==> config.mk <==
export PLATFORM = sky130hd
export DESIGN_NAME = timed_mailbox_queue
export DESIGN_NICKNAME = d
export VERILOG_FILES = /design/src/hw/rtl/tmq_pkg.sv /design/src/hw/rtl/timed_mailbox_queue.sv
export SDC_FILE = /design/constraint.sdc
export NUM_CORES = 2
export LEC_CHECK = 0
export BUFFER_PORTS_ARGS = -buffer_cell sky130_fd_sc_hd__buf_4
export CAP_MARGIN = 25
export CORE_ASPECT_RATIO = 0.8
export CORE_MARGIN = 4
export CORE_UTILIZATION = 33
export CTS_BUF_LIST = sky130_fd_sc_hd__clkbuf_4
export DETAILED_ROUTE_END_ITERATION = 12
export SLEW_MARGIN = 20
export SYNTH_ARGS = -nofsm -noshare
export SYNTH_HDL_FRONTEND = slang
export SYNTH_SLANG_ARGS = --single-unit
==> constraint.sdc <==
create_clock -name clk -period 35.7 [get_ports clk]
set_input_delay 0 -clock clk [delete_from_list [all_inputs] [get_ports clk]]
set_output_delay 0 -clock clk [all_outputs]
set_load 0.005 [all_outputs]
==> src/hw/rtl/tmq_pkg.sv <==
// Package for the timed mailbox queue: payload structs, opcodes, status codes,
// flag values and sequencer states. No dependencies.
package tmq_pkg;

	localparam int TMQ_ENTRIES = 16;

	localparam logic [15:0] NO_SLOT      = 16'hFFFF;
	localparam logic [1:0]  FLAG_PENDING = 2'h3;
	localparam logic [1:0]  FLAG_LAST    = 2'h2;
	localparam logic [1:0]  FLAG_STOPPED = 2'h0;

	localparam logic [2:0] OP_POST    = 3'd0;
	localparam logic [2:0] OP_GET     = 3'd1;
	localparam logic [2:0] OP_GET_CMD = 3'd2;
	localparam logic [2:0] OP_STOP    = 3'd3;
	localparam logic [2:0] OP_TICK    = 3'd4;

	localparam logic [1:0] ST_OK    = 2'd0;
	localparam logic [1:0] ST_ERROR = 2'd1;
	localparam logic [1:0] ST_NONE  = 2'd2;

	typedef struct packed {
		logic [2:0]  operation;
		logic [7:0]  box_id;
		logic [7:0]  reply_box;
		logic [7:0]  command;
		logic [15:0] item_handle;
		logic [15:0] latency;
		logic [7:0]  repeat_count;
		logic [15:0] target_slot;
		logic [15:0] current_slot;
		logic [15:0] tick_amount;
	} tmq_in_t;

	typedef struct packed {
		logic [1:0]  status;
		logic [7:0]  out_command;
		logic [7:0]  out_reply_box;
		logic [15:0] out_item;
		logic        flag_write;
		logic [15:0] flag_item;
		logic [1:0]  flag_value;
	} tmq_out_t;

	typedef enum logic [2:0] {
		S_IDLE,
		S_FREE,
		S_SCAN,
		S_SHIFT,
		S_DONE
	} tmq_state_t;

endpackage

==> src/hw/rtl/timed_mailbox_queue.sv <==
// Timed mailbox queue top level: message table, order list and scan sequencer.
// Depends on tmq_pkg.
//
//  channel | dir | payload   | handshake
//  in      | in  | tmq_in_t  | in_valid / in_ready
//  out     | out | tmq_out_t | out_valid / out_ready
//
// Tick and unknown ops go straight to the done state. Post scans for a free
// entry, one per cycle. Get and stop walk the order list one position per cycle
// until a match or the end of the list, then on a match close the gap one
// position per cycle.
// A shared compare unit evaluates one list position a cycle.
// Reset clears used bits, list length and time; no clearing pass.
// in_ready is low while an item is in work or its result waits.
module timed_mailbox_queue
	import tmq_pkg::*;
#(
	parameter int ENTRIES = TMQ_ENTRIES
) (
	input  logic     clk,
	input  logic     arst_n,
	input  logic     in_valid,
	output logic     in_ready,
	input  tmq_in_t  in_data,
	output logic     out_valid,
	input  logic     out_ready,
	output tmq_out_t out_data
);

	localparam int IW = $clog2(ENTRIES);
	localparam int LW = $clog2(ENTRIES + 1);
	localparam logic [LW-1:0] FULL = LW'(ENTRIES);

	tmq_state_t state_q, state_d;
	tmq_in_t    req_q;
	tmq_out_t   res_q;
	logic       out_valid_q;

	logic [ENTRIES-1:0] used_q;
	logic [7:0]  box_mem   [ENTRIES];
	logic [7:0]  reply_mem [ENTRIES];
	logic [7:0]  cmd_mem   [ENTRIES];
	logic [15:0] item_mem  [ENTRIES];
	logic [31:0] stamp_mem [ENTRIES];
	logic [15:0] delay_mem [ENTRIES];
	logic [7:0]  rep_mem   [ENTRIES];
	logic [15:0] slot_mem  [ENTRIES];
	logic [IW-1:0] order_q [ENTRIES];
	logic [LW-1:0] len_q;
	logic [31:0]   time_q;

	logic [LW-1:0] pos_q;
	logic [IW-1:0] hit_idx_q;
	logic          requeue_q;

	// Shared compare unit: evaluate the entry at the current list position
	logic [IW-1:0] cur_idx;
	logic [31:0]   age;
	logic          match, ready_hit, counted;
	logic          scan_end;

	always_comb begin
		cur_idx   = order_q[pos_q[IW-1:0]];
		age       = time_q - stamp_mem[cur_idx];
		scan_end  = (pos_q >= len_q);
		counted   = 1'b1;
		ready_hit = 1'b0;
		if (slot_mem[cur_idx] == NO_SLOT) begin
			if (delay_mem[cur_idx] == 16'd0) begin
				ready_hit = 1'b1;
				counted   = 1'b0;
			end else begin
				ready_hit = age > {16'd0, delay_mem[cur_idx]};
			end
		end else begin
			ready_hit = slot_mem[cur_idx] == req_q.current_slot;
		end
		if (req_q.operation == OP_STOP) begin
			match = item_mem[cur_idx] == req_q.item_handle;
		end else begin
			match = (box_mem[cur_idx] == req_q.box_id)
				&& (req_q.operation != OP_GET_CMD || cmd_mem[cur_idx] == req_q.command)
				&& ready_hit;
		end
	end

	assign in_ready  = (state_q == S_IDLE) && !out_valid_q;
	assign out_valid = out_valid_q;
	assign out_data  = res_q;

	// Next state
	always_comb begin
		state_d = state_q;
		unique case (state_q)
			S_IDLE: begin
				if (in_valid && in_ready) begin
					unique case (in_data.operation) inside
						OP_POST:            state_d = S_FREE;
						OP_GET, OP_GET_CMD,
						OP_STOP:            state_d = S_SCAN;
						default:            state_d = S_DONE;
					endcase
				end
			end
			S_FREE: begin
				if (req_q.item_handle == 16'd0 || len_q >= FULL
					|| !used_q[pos_q[IW-1:0]] || pos_q == LW'(ENTRIES - 1)) begin
					state_d = S_DONE;
				end
			end
			S_SCAN: begin
				if (scan_end) state_d = S_DONE;
				else if (match) state_d = S_SHIFT;
			end
			S_SHIFT: begin
				if (pos_q + LW'(1) >= len_q) state_d = S_DONE;
			end
			S_DONE:  state_d = S_IDLE;
			default: state_d = S_IDLE;
		endcase
	end

	always_ff @(posedge clk or negedge arst_n) begin
		if (!arst_n) begin
			state_q     <= S_IDLE;
			out_valid_q <= 1'b0;
			used_q      <= '0;
			len_q       <= '0;
			time_q      <= '0;
			pos_q       <= '0;
			requeue_q   <= 1'b0;
		end else begin
			state_q <= state_d;
			if (out_valid_q && out_ready) out_valid_q <= 1'b0;
			unique case (state_q)
				// Latch the beat and clear the result; reset the scan state and apply a tick
				S_IDLE: begin
					if (in_valid && in_ready) begin
						pos_q     <= '0;
						requeue_q <= 1'b0;
						if (in_data.operation == OP_TICK) begin
							time_q <= time_q + {16'd0, in_data.tick_amount};
						end
					end
				end
				// Find a free entry and store the message
				S_FREE: begin
					if (req_q.item_handle != 16'd0 && len_q < FULL
						&& !used_q[pos_q[IW-1:0]]) begin
						used_q[pos_q[IW-1:0]] <= 1'b1;
						order_q[len_q[IW-1:0]] <= pos_q[IW-1:0];
						len_q <= len_q + LW'(1);
					end else begin
						pos_q <= pos_q + LW'(1);
					end
				end
				// Walk the list; on a hit decide remove or requeue
				S_SCAN: begin
					if (!scan_end) begin
						if (match) begin
							hit_idx_q <= cur_idx;
							if (req_q.operation != OP_STOP && counted
								&& rep_mem[cur_idx] > 8'd1) begin
								requeue_q <= 1'b1;
							end else begin
								used_q[cur_idx] <= 1'b0;
							end
						end else begin
							pos_q <= pos_q + LW'(1);
						end
					end
				end
				// Close the gap one position a cycle; requeue at the tail or shorten the list
				S_SHIFT: begin
					if (pos_q + LW'(1) < len_q) begin
						order_q[pos_q[IW-1:0]] <= order_q[pos_q[IW-1:0] + IW'(1)];
						pos_q <= pos_q + LW'(1);
					end else if (requeue_q) begin
						order_q[pos_q[IW-1:0]] <= hit_idx_q;
					end else begin
						len_q <= len_q - LW'(1);
					end
				end
				S_DONE:  out_valid_q <= 1'b1;
				default: ;
			endcase
		end
	end

	// Payload and table storage
	always_ff @(posedge clk) begin
		if (state_q == S_IDLE && in_valid && in_ready) begin
			req_q <= in_data;
			res_q <= '0;
		end
		if (state_q == S_FREE) begin
			if (req_q.item_handle == 16'd0 || len_q >= FULL) begin
				res_q.status <= ST_ERROR;
			end else if (!used_q[pos_q[IW-1:0]]) begin
				box_mem[pos_q[IW-1:0]]   <= req_q.box_id;
				reply_mem[pos_q[IW-1:0]] <= req_q.reply_box;
				cmd_mem[pos_q[IW-1:0]]   <= req_q.command;
				item_mem[pos_q[IW-1:0]]  <= req_q.item_handle;
				stamp_mem[pos_q[IW-1:0]] <= time_q;
				delay_mem[pos_q[IW-1:0]] <= req_q.latency;
				rep_mem[pos_q[IW-1:0]]   <= req_q.repeat_count;
				slot_mem[pos_q[IW-1:0]]  <= req_q.target_slot;
				if (req_q.latency != 16'd0) begin
					res_q.flag_write <= 1'b1;
					res_q.flag_item  <= req_q.item_handle;
					res_q.flag_value <= FLAG_PENDING;
				end
			end else if (pos_q == LW'(ENTRIES - 1)) begin
				res_q.status <= ST_ERROR;
			end
		end
		if (state_q == S_SCAN) begin
			if (scan_end) begin
				res_q.status <= ST_NONE;
			end else if (match) begin
				if (req_q.operation == OP_STOP) begin
					res_q.flag_write <= 1'b1;
					res_q.flag_item  <= req_q.item_handle;
					res_q.flag_value <= FLAG_STOPPED;
				end else begin
					res_q.out_command   <= cmd_mem[cur_idx];
					res_q.out_reply_box <= reply_mem[cur_idx];
					res_q.out_item      <= item_mem[cur_idx];
					if (counted && rep_mem[cur_idx] <= 8'd1) begin
						res_q.flag_write <= 1'b1;
						res_q.flag_item  <= item_mem[cur_idx];
						res_q.flag_value <= FLAG_LAST;
					end else if (counted) begin
						rep_mem[cur_idx]   <= rep_mem[cur_idx] - 8'd1;
						stamp_mem[cur_idx] <= time_q;
					end
				end
			end
		end
	end

endmodule

# After elaboration in Yosys (flattened, before gate mapping)
# Memory sizes are Yosys's and may differ from the RTL's.
# Index checks and enable logic that the tools add are counted.
# classes
addsub,7
mul,0
div,0
n_lt_le_gt_ge,12
eq_ne,31
n_shift,0
mux,87
bitwise_logic,5
reduce_logical,45
# ops
operator,count
$mux W19,6
$mux W53,2
$mux W51,2
$mux W16,4
$mux W32,2
$mux W5,8
$mux W1,38
$add A32 B16 Y32,1
$eq A16 B16 Y1,2
$gt A32 B16 Y1,1
$logic_not A16 Y1,2
$pmux W16 S2,1
$reduce_bool A16 Y1,2
$reduce_or A32 Y1,1
$sub A32 B32 Y32,1
$ne A2 B2 Y1 const B,13
$mux W4,5
$pmux W5 S4,1
$logic_and A1 B1 Y1,17
$and A16 B16 Y16,1
$eq A16 B16 Y1 const B,1
$eq A8 B8 Y1,2
$not A16 Y16,1
$or A16 B16 Y16,1
other kinds (41),72
# word_totals
register_bits,219
latchBits,0
mem_bits_rw,1856
rom_bits,0
inputBits,119
out_inout_bits,55
wordCells,220
mem_count,9
# memory_table
memory,depth,word_bits,rd,rd_ports_with_merged_regs,write_ports,line_no,rtl
stamp_mem,16,32,1,0,1,timed_mailbox_queue.sv:44,logic [31:0] stamp_mem [ENTRIES];
delay_mem,16,16,1,0,1,timed_mailbox_queue.sv:45,logic [15:0] delay_mem [ENTRIES];
item_mem,16,16,1,0,1,timed_mailbox_queue.sv:43,logic [15:0] item_mem [ENTRIES];
slot_mem,16,16,1,0,1,timed_mailbox_queue.sv:47,logic [15:0] slot_mem [ENTRIES];
box_mem,16,8,1,0,1,timed_mailbox_queue.sv:40,logic [7:0] box_mem [ENTRIES];
cmd_mem,16,8,1,0,1,timed_mailbox_queue.sv:42,logic [7:0] cmd_mem [ENTRIES];
+3 memories,n/a,n/a,n/a,n/a,n/a,n/a,

# Longest topological paths before layout
# An unclocked memory read counts as a cell.
# depth
word_depth,14
depth_mapped,45
depth_no_buf,31

# Worst setup path before layout
# No wires, ideal clock.
# synth_timing
path_kind,register to register
start,reg pos_q[1]
end,"mem rep_mem[12][0], enable pin"
setup_ns,0.500
arrival_time_ns,10.978
t_required_ns,35.200
setup_slack_ns,24.222
stages_incl_launch_ff,40
path_buffers,13
period_less_slack_ns,11.478
path_cell_list,dfrtp_1 -> buf_6 -> mux2_2 -> mux4_2 -> mux2i_4 -> buf_2 -> buf_2 -> buf_2 -> buf_4 -> buf_2 -> buf_4 -> buf_2 -> buf_2 -> buf_1 -> buf_1 -> clkbuf_1 -> nand3_1 -> a311oi_1 -> (+4 left out) -> o21ai_0 -> a21boi_0 -> o311ai_0 -> a21boi_0 -> o31ai_1 -> xnor2_1 -> ha_1 -> and3_1 -> nand4_1 -> nand2b_1 -> a31oi_1 -> nor4_1 -> nand4b_1 -> nor4_4 -> nor3_4 -> nand3_2 -> buf_2 -> o32ai_1
# synth_between
elab_chain_len,14
word_cells_on_any_way,43
classes_between,1 x add/sub; 3 x order compare; 5 x eq/ne; 20 x mux; 6 x reduce/logical; 8 x memory
# synth_lines
element,line_no,rtl
"start, declared",timed_mailbox_queue.sv:52,logic [LW-1:0] pos_q;
"start signal, assigned",timed_mailbox_queue.sv:154,pos_q <= pos_q + LW'(1);
"start signal, assigned",timed_mailbox_queue.sv:169,pos_q <= pos_q + LW'(1);
"start signal, assigned",timed_mailbox_queue.sv:177,pos_q <= pos_q + LW'(1);
$mem_v2 Z16 W4,n/a,
$mem_v2 Z16 W32 / $mem_v2 Z16 W16 (equally long branches),n/a,
$sub A32 B32 Y32 / $logic_not A16 Y1 (equally long branches),"timed_mailbox_queue.sv:64, timed_mailbox_queue.sv:69",
$gt A32 B16 Y1 / $mux W1 (equally long branches),"timed_mailbox_queue.sv:73, timed_mailbox_queue.sv:69",
"$mux W1, on equally long branches","timed_mailbox_queue.sv:69, timed_mailbox_queue.sv:68",
$mux W1 (tied with other cells),timed_mailbox_queue.sv:68,if (slot_mem[cur_idx] == NO_SLOT) begin
$logic_and A1 B1 Y1 / $mux W1 (equally long branches),"timed_mailbox_queue.sv:83, timed_mailbox_queue.sv:229",
"$mux W1, on equally long branches","timed_mailbox_queue.sv:78, timed_mailbox_queue.sv:221",
$mux W1,timed_mailbox_queue.sv:220,end else if (match) begin
$mux W1,timed_mailbox_queue.sv:218,if (scan_end) begin
$mux W1,timed_mailbox_queue.sv:217,if (state_q == S_SCAN) begin
$mux W1 (not written as such),timed_mailbox_queue.sv:234,rep_mem[cur_idx] <= rep_mem[cur_idx] - 8'd1;
$reduce_or A8 Y1 (no source line),n/a,
$mux W4 (no source line) / $mux W1 (equally long branches),n/a,
"end, declared",timed_mailbox_queue.sv:46,logic [7:0] rep_mem [ENTRIES];
# Parallel ways exist; a longest one is shown, timed or not. The select of a mux whose other input is x is not followed.

# Worst setup path after layout
# layout_timing
start,reg pos_q[2]
end,"mem stamp_mem[4][23], enable pin"
# layout_between
elab_chain_len,14
word_cells_on_any_way,43
classes_between,1 x add/sub; 3 x order compare; 5 x eq/ne; 20 x mux; 6 x reduce/logical; 8 x memory
# layout_lines
element,line_no,rtl
$mem_v2 Z16 W4,n/a,
$mem_v2 Z16 W32 / $mem_v2 Z16 W16 (equally long branches),n/a,
$sub A32 B32 Y32 / $logic_not A16 Y1 (equally long branches),"timed_mailbox_queue.sv:64, timed_mailbox_queue.sv:69",
$gt A32 B16 Y1 / $mux W1 (equally long branches),"timed_mailbox_queue.sv:73, timed_mailbox_queue.sv:69",
"$mux W1, on equally long branches","timed_mailbox_queue.sv:69, timed_mailbox_queue.sv:68",
$mux W1 (tied with other cells),timed_mailbox_queue.sv:68,
$logic_and A1 B1 Y1 / $mux W1 (equally long branches),"timed_mailbox_queue.sv:83, timed_mailbox_queue.sv:229",
"$mux W1, on equally long branches","timed_mailbox_queue.sv:78, timed_mailbox_queue.sv:221",
$mux W1,timed_mailbox_queue.sv:220,
$mux W1,timed_mailbox_queue.sv:218,
$mux W1,timed_mailbox_queue.sv:217,
$mux W1 (not written as such),timed_mailbox_queue.sv:235,stamp_mem[cur_idx] <= time_q;
$reduce_or A32 Y1 (no source line),n/a,
$mux W4 (no source line) / $mux W1 (equally long branches),n/a,
"end, declared",timed_mailbox_queue.sv:44,
# Parallel ways exist; a longest one is shown, timed or not. The select of a mux whose other input is x is not followed.

==> metrics <==
setup TNS=0 ns; sequential power share=0.365; worst r2r path cells=32; startpoint type of the worst setup path=flop; DR vias/cell=5.259; Max Freq=90.96 MHz; Internal Power=4.941 mW; area leader, netlist=edfxtp_1; Slew headroom=0.2343; first-pass GRT wire length=368,400 um; Skew-Pair Late Insertion Delay=1.28 ns; Final HPWL DP=134,400 um; Total Wirelength=250,200 um; Final Util=0.3882; Mapped Cells=6,439; Commonest cells post-synth=edfxtp_1 (1,959), nand2_1 (1,569), nand3_1 (412), and3_1 (262), a311oi_1 (232); Comb power frac=0.400; outcome=finished clean; Crit-path slowest cell=dfrtp_1; Die Span X=581.6 um; I/O Buffers=173; Max Slew Vio Count=0; P_sw=3.251 mW; post-route cell area=101,700 um2; total CTS buffers=484; syn_nets=6,644; DR DRC count=0; routability cong.=0.8631; Final #Nets=7,366; register bit count reported by yosys=2,075; Clk pwr share=0.235; Synth Warn #=0; Critical Path RT=36.46 ns; RSZ-0062 raised after global routing=no; post-synthesis cell area=86,850 um2; CTS tree=yes; Crit. End Element=flop; DR iter-0 viols=6,247; cell mode on critical path=buf_4; Root Driver=clkbuf_4; number of fill cells in the layout=24,800; GRT Util Overall=0.1778; H-tree levels=5; maxcap violations=0; reg-to-reg endpoint=stamp_mem[4][23]; Synth Flop Type=edfxtp_1; Die Height=466.9 um; total number of vias=57,910; Period Utilization, post-route=0.3080; boundary pin count=174; DIE AREA=271,500 um2; wire per inst=22.72 um; largest net degree at the start of global routing=146; Clk pin slew, worst setup/hold paths=0.09 ns; clock sink count=2,075; share of layout cells above drive strength 1=0.1629; GR Overflow Total=0; Switching Fraction=0.3968; Max Fanout on Critical Path=83; Initial DRT Pass Iterations=6; Hold WS=0.1343 ns; Max stage delay on crit path=0.83 ns; Setup CP Type=flop to flop; Rows=168; Post-Syn Area per Cell=13.49 um2; Routed Antenna Nets=0; clk buf depth=4; power per cell area=80.56 nW/um2; EDFF count, synth=1,959; Worst R2R Start=pos_q[2]; Setup violations, final=0; placed instance area=92,000 um2; R2R Setup Slk=24.71 ns; Worst Max-Slew Pin Slew=1.149 ns; Initial Utilization=0.3316; core region area=261,900 um2; top cell type's share of synthesized area=0.6773; static leakage=36.47 nW; most frequent cell after synthesis=edfxtp_1; register area share after synthesis=0.7077; Async SR Flop Fraction=0.03036; worst min path class=input pin to async pin; vias in the first global route=56,180; post-layout minimum cycle time=10.99 ns; synth top area cells=edfxtp_1 (68%), nand2_1 (6.8%), nand3_1 (2.4%); Cell variety after synth=93; initial antenna violation count=13; Fin. Hold Viols=0; Peak VDD IR=0.06659 mV; clock skew=0.1762 ns; Worst EP arrival=11.75 ns; Syn-to-layout area delta=17.07%
[area by class of cell]
type | instances | area, um2 | share of cell area
timing repair buffer | 648 | 5803 | 0.05707
multi-input combinational | 3871 | 23530 | 0.2314
tap | 3485 | 4360 | 0.04288
clock inverter | 114 | 690.7 | 0.006792
inverter | 81 | 326.6 | 0.003212
sequential | 2075 | 61470 | 0.6045
antenna | 6 | 15.01 | 0.0001477
clock buffer | 731 | 5488 | 0.05397
[per-stage QoR]
step	instances	worst slack (ns)	power [mW]
2_1_floorplan	6439	24.22	5.195
3_3_place_gp	9810	25.03	6.173
3_5_place_dp	9814	24.80	6.222
4_1_cts	11000	24.69	8.202
5_1_grt	11010	23.94	8.666
6_report	11010	24.71	8.192
[placed cells by master (no fill, tap or decap), drive strengths merged, types with 113 or more instances in the layout]
cell type and instances:
edfxtp 1959, nand2 1572, clkbuf 731, nand3 413, dlygate4sd3 345, buf 303
and3 262, a311oi 232, mux2i 127, a21oi 113
[timing repair]
action | in CTS | in global routing
hold buffers | 345 | 0
setup endpoints to repair | 0 | 0
buffers inserted | 0 | 0
gates resized for setup | 0 | 0
hold endpoints to repair | 394 | 0
[power by group through the flow]
| stage | logic, mW | clock network, mW | registers, mW |
|---|---|---|---|
| 2_1_floorplan | 2.20 | 0 | 2.99 |
| 3_3_place_gp | 3.14 | 0 | 3.04 |
| 3_5_place_dp | 3.18 | 0 | 3.04 |
| 4_1_cts | 3.24 | 1.97 | 2.99 |
| 5_1_grt | 3.57 | 2.10 | 3.00 |
| 6_report | 3.28 | 1.92 | 2.99 |
[logic make-up after synthesis]
family	synth area share
buffers and inverters	0.02656
flip-flops	0.7077
AO/OA/AOI/OAI	0.07312
AND/OR/NAND/NOR	0.1333
adder cells (fa/ha/maj)	0.01265
multiplexers	0.03531
XOR/XNOR	0.01140
[layer usage]
metal / up-vias / global-route usage / wire, um / share of wire
met5: - / 0 / 0 / 0
met4: 0 / 0.04721 / 5308 / 0.021
met3: 359 / 0.03570 / 22120 / 0.088
met2: 2663 / 0.2693 / 111100 / 0.44
met1: 28910 / 0.2600 / 111700 / 0.45
li1: 25980 / - / - / -
[worst max-delay path, delay by kind of cell, from the launching register on]
family          cells  cell delay, ns
mux                 2            0.92
xor+xnor            1            0.12
flops               1            0.83
compound gates     10            2.51
simple gates       11            2.20
buf+inv             5            2.97
fa+ha+maj           3            0.76
[worst max path at each step]
stage                         from          endpoint  slack [ns]  cells past startpoint
final                     pos_q[2]  stamp_mem[4][23]       24.71                     32
after global routing      pos_q[2]  stamp_mem[2][20]       23.94                     32
after CTS                 pos_q[2]    rep_mem[14][1]       24.69                     31
after detailed placement  pos_q[2]    rep_mem[13][1]       24.80                     31
after global placement    pos_q[2]    rep_mem[10][1]       25.03                     31
after floorplan           pos_q[1]    rep_mem[12][0]       24.22                     39
[sequential cells by signal, indices dropped and copies added, names as in the netlist, 32 cells and up]
name	count
slot_mem	256
cmd_mem	128
delay_mem	256
req_q	99
out_data	53
item_mem	256
time_q	32
reply_mem	128
box_mem	128
order_q	64
stamp_mem	512
rep_mem	128
No activity file was read; power rests on OpenSTA's default activity.
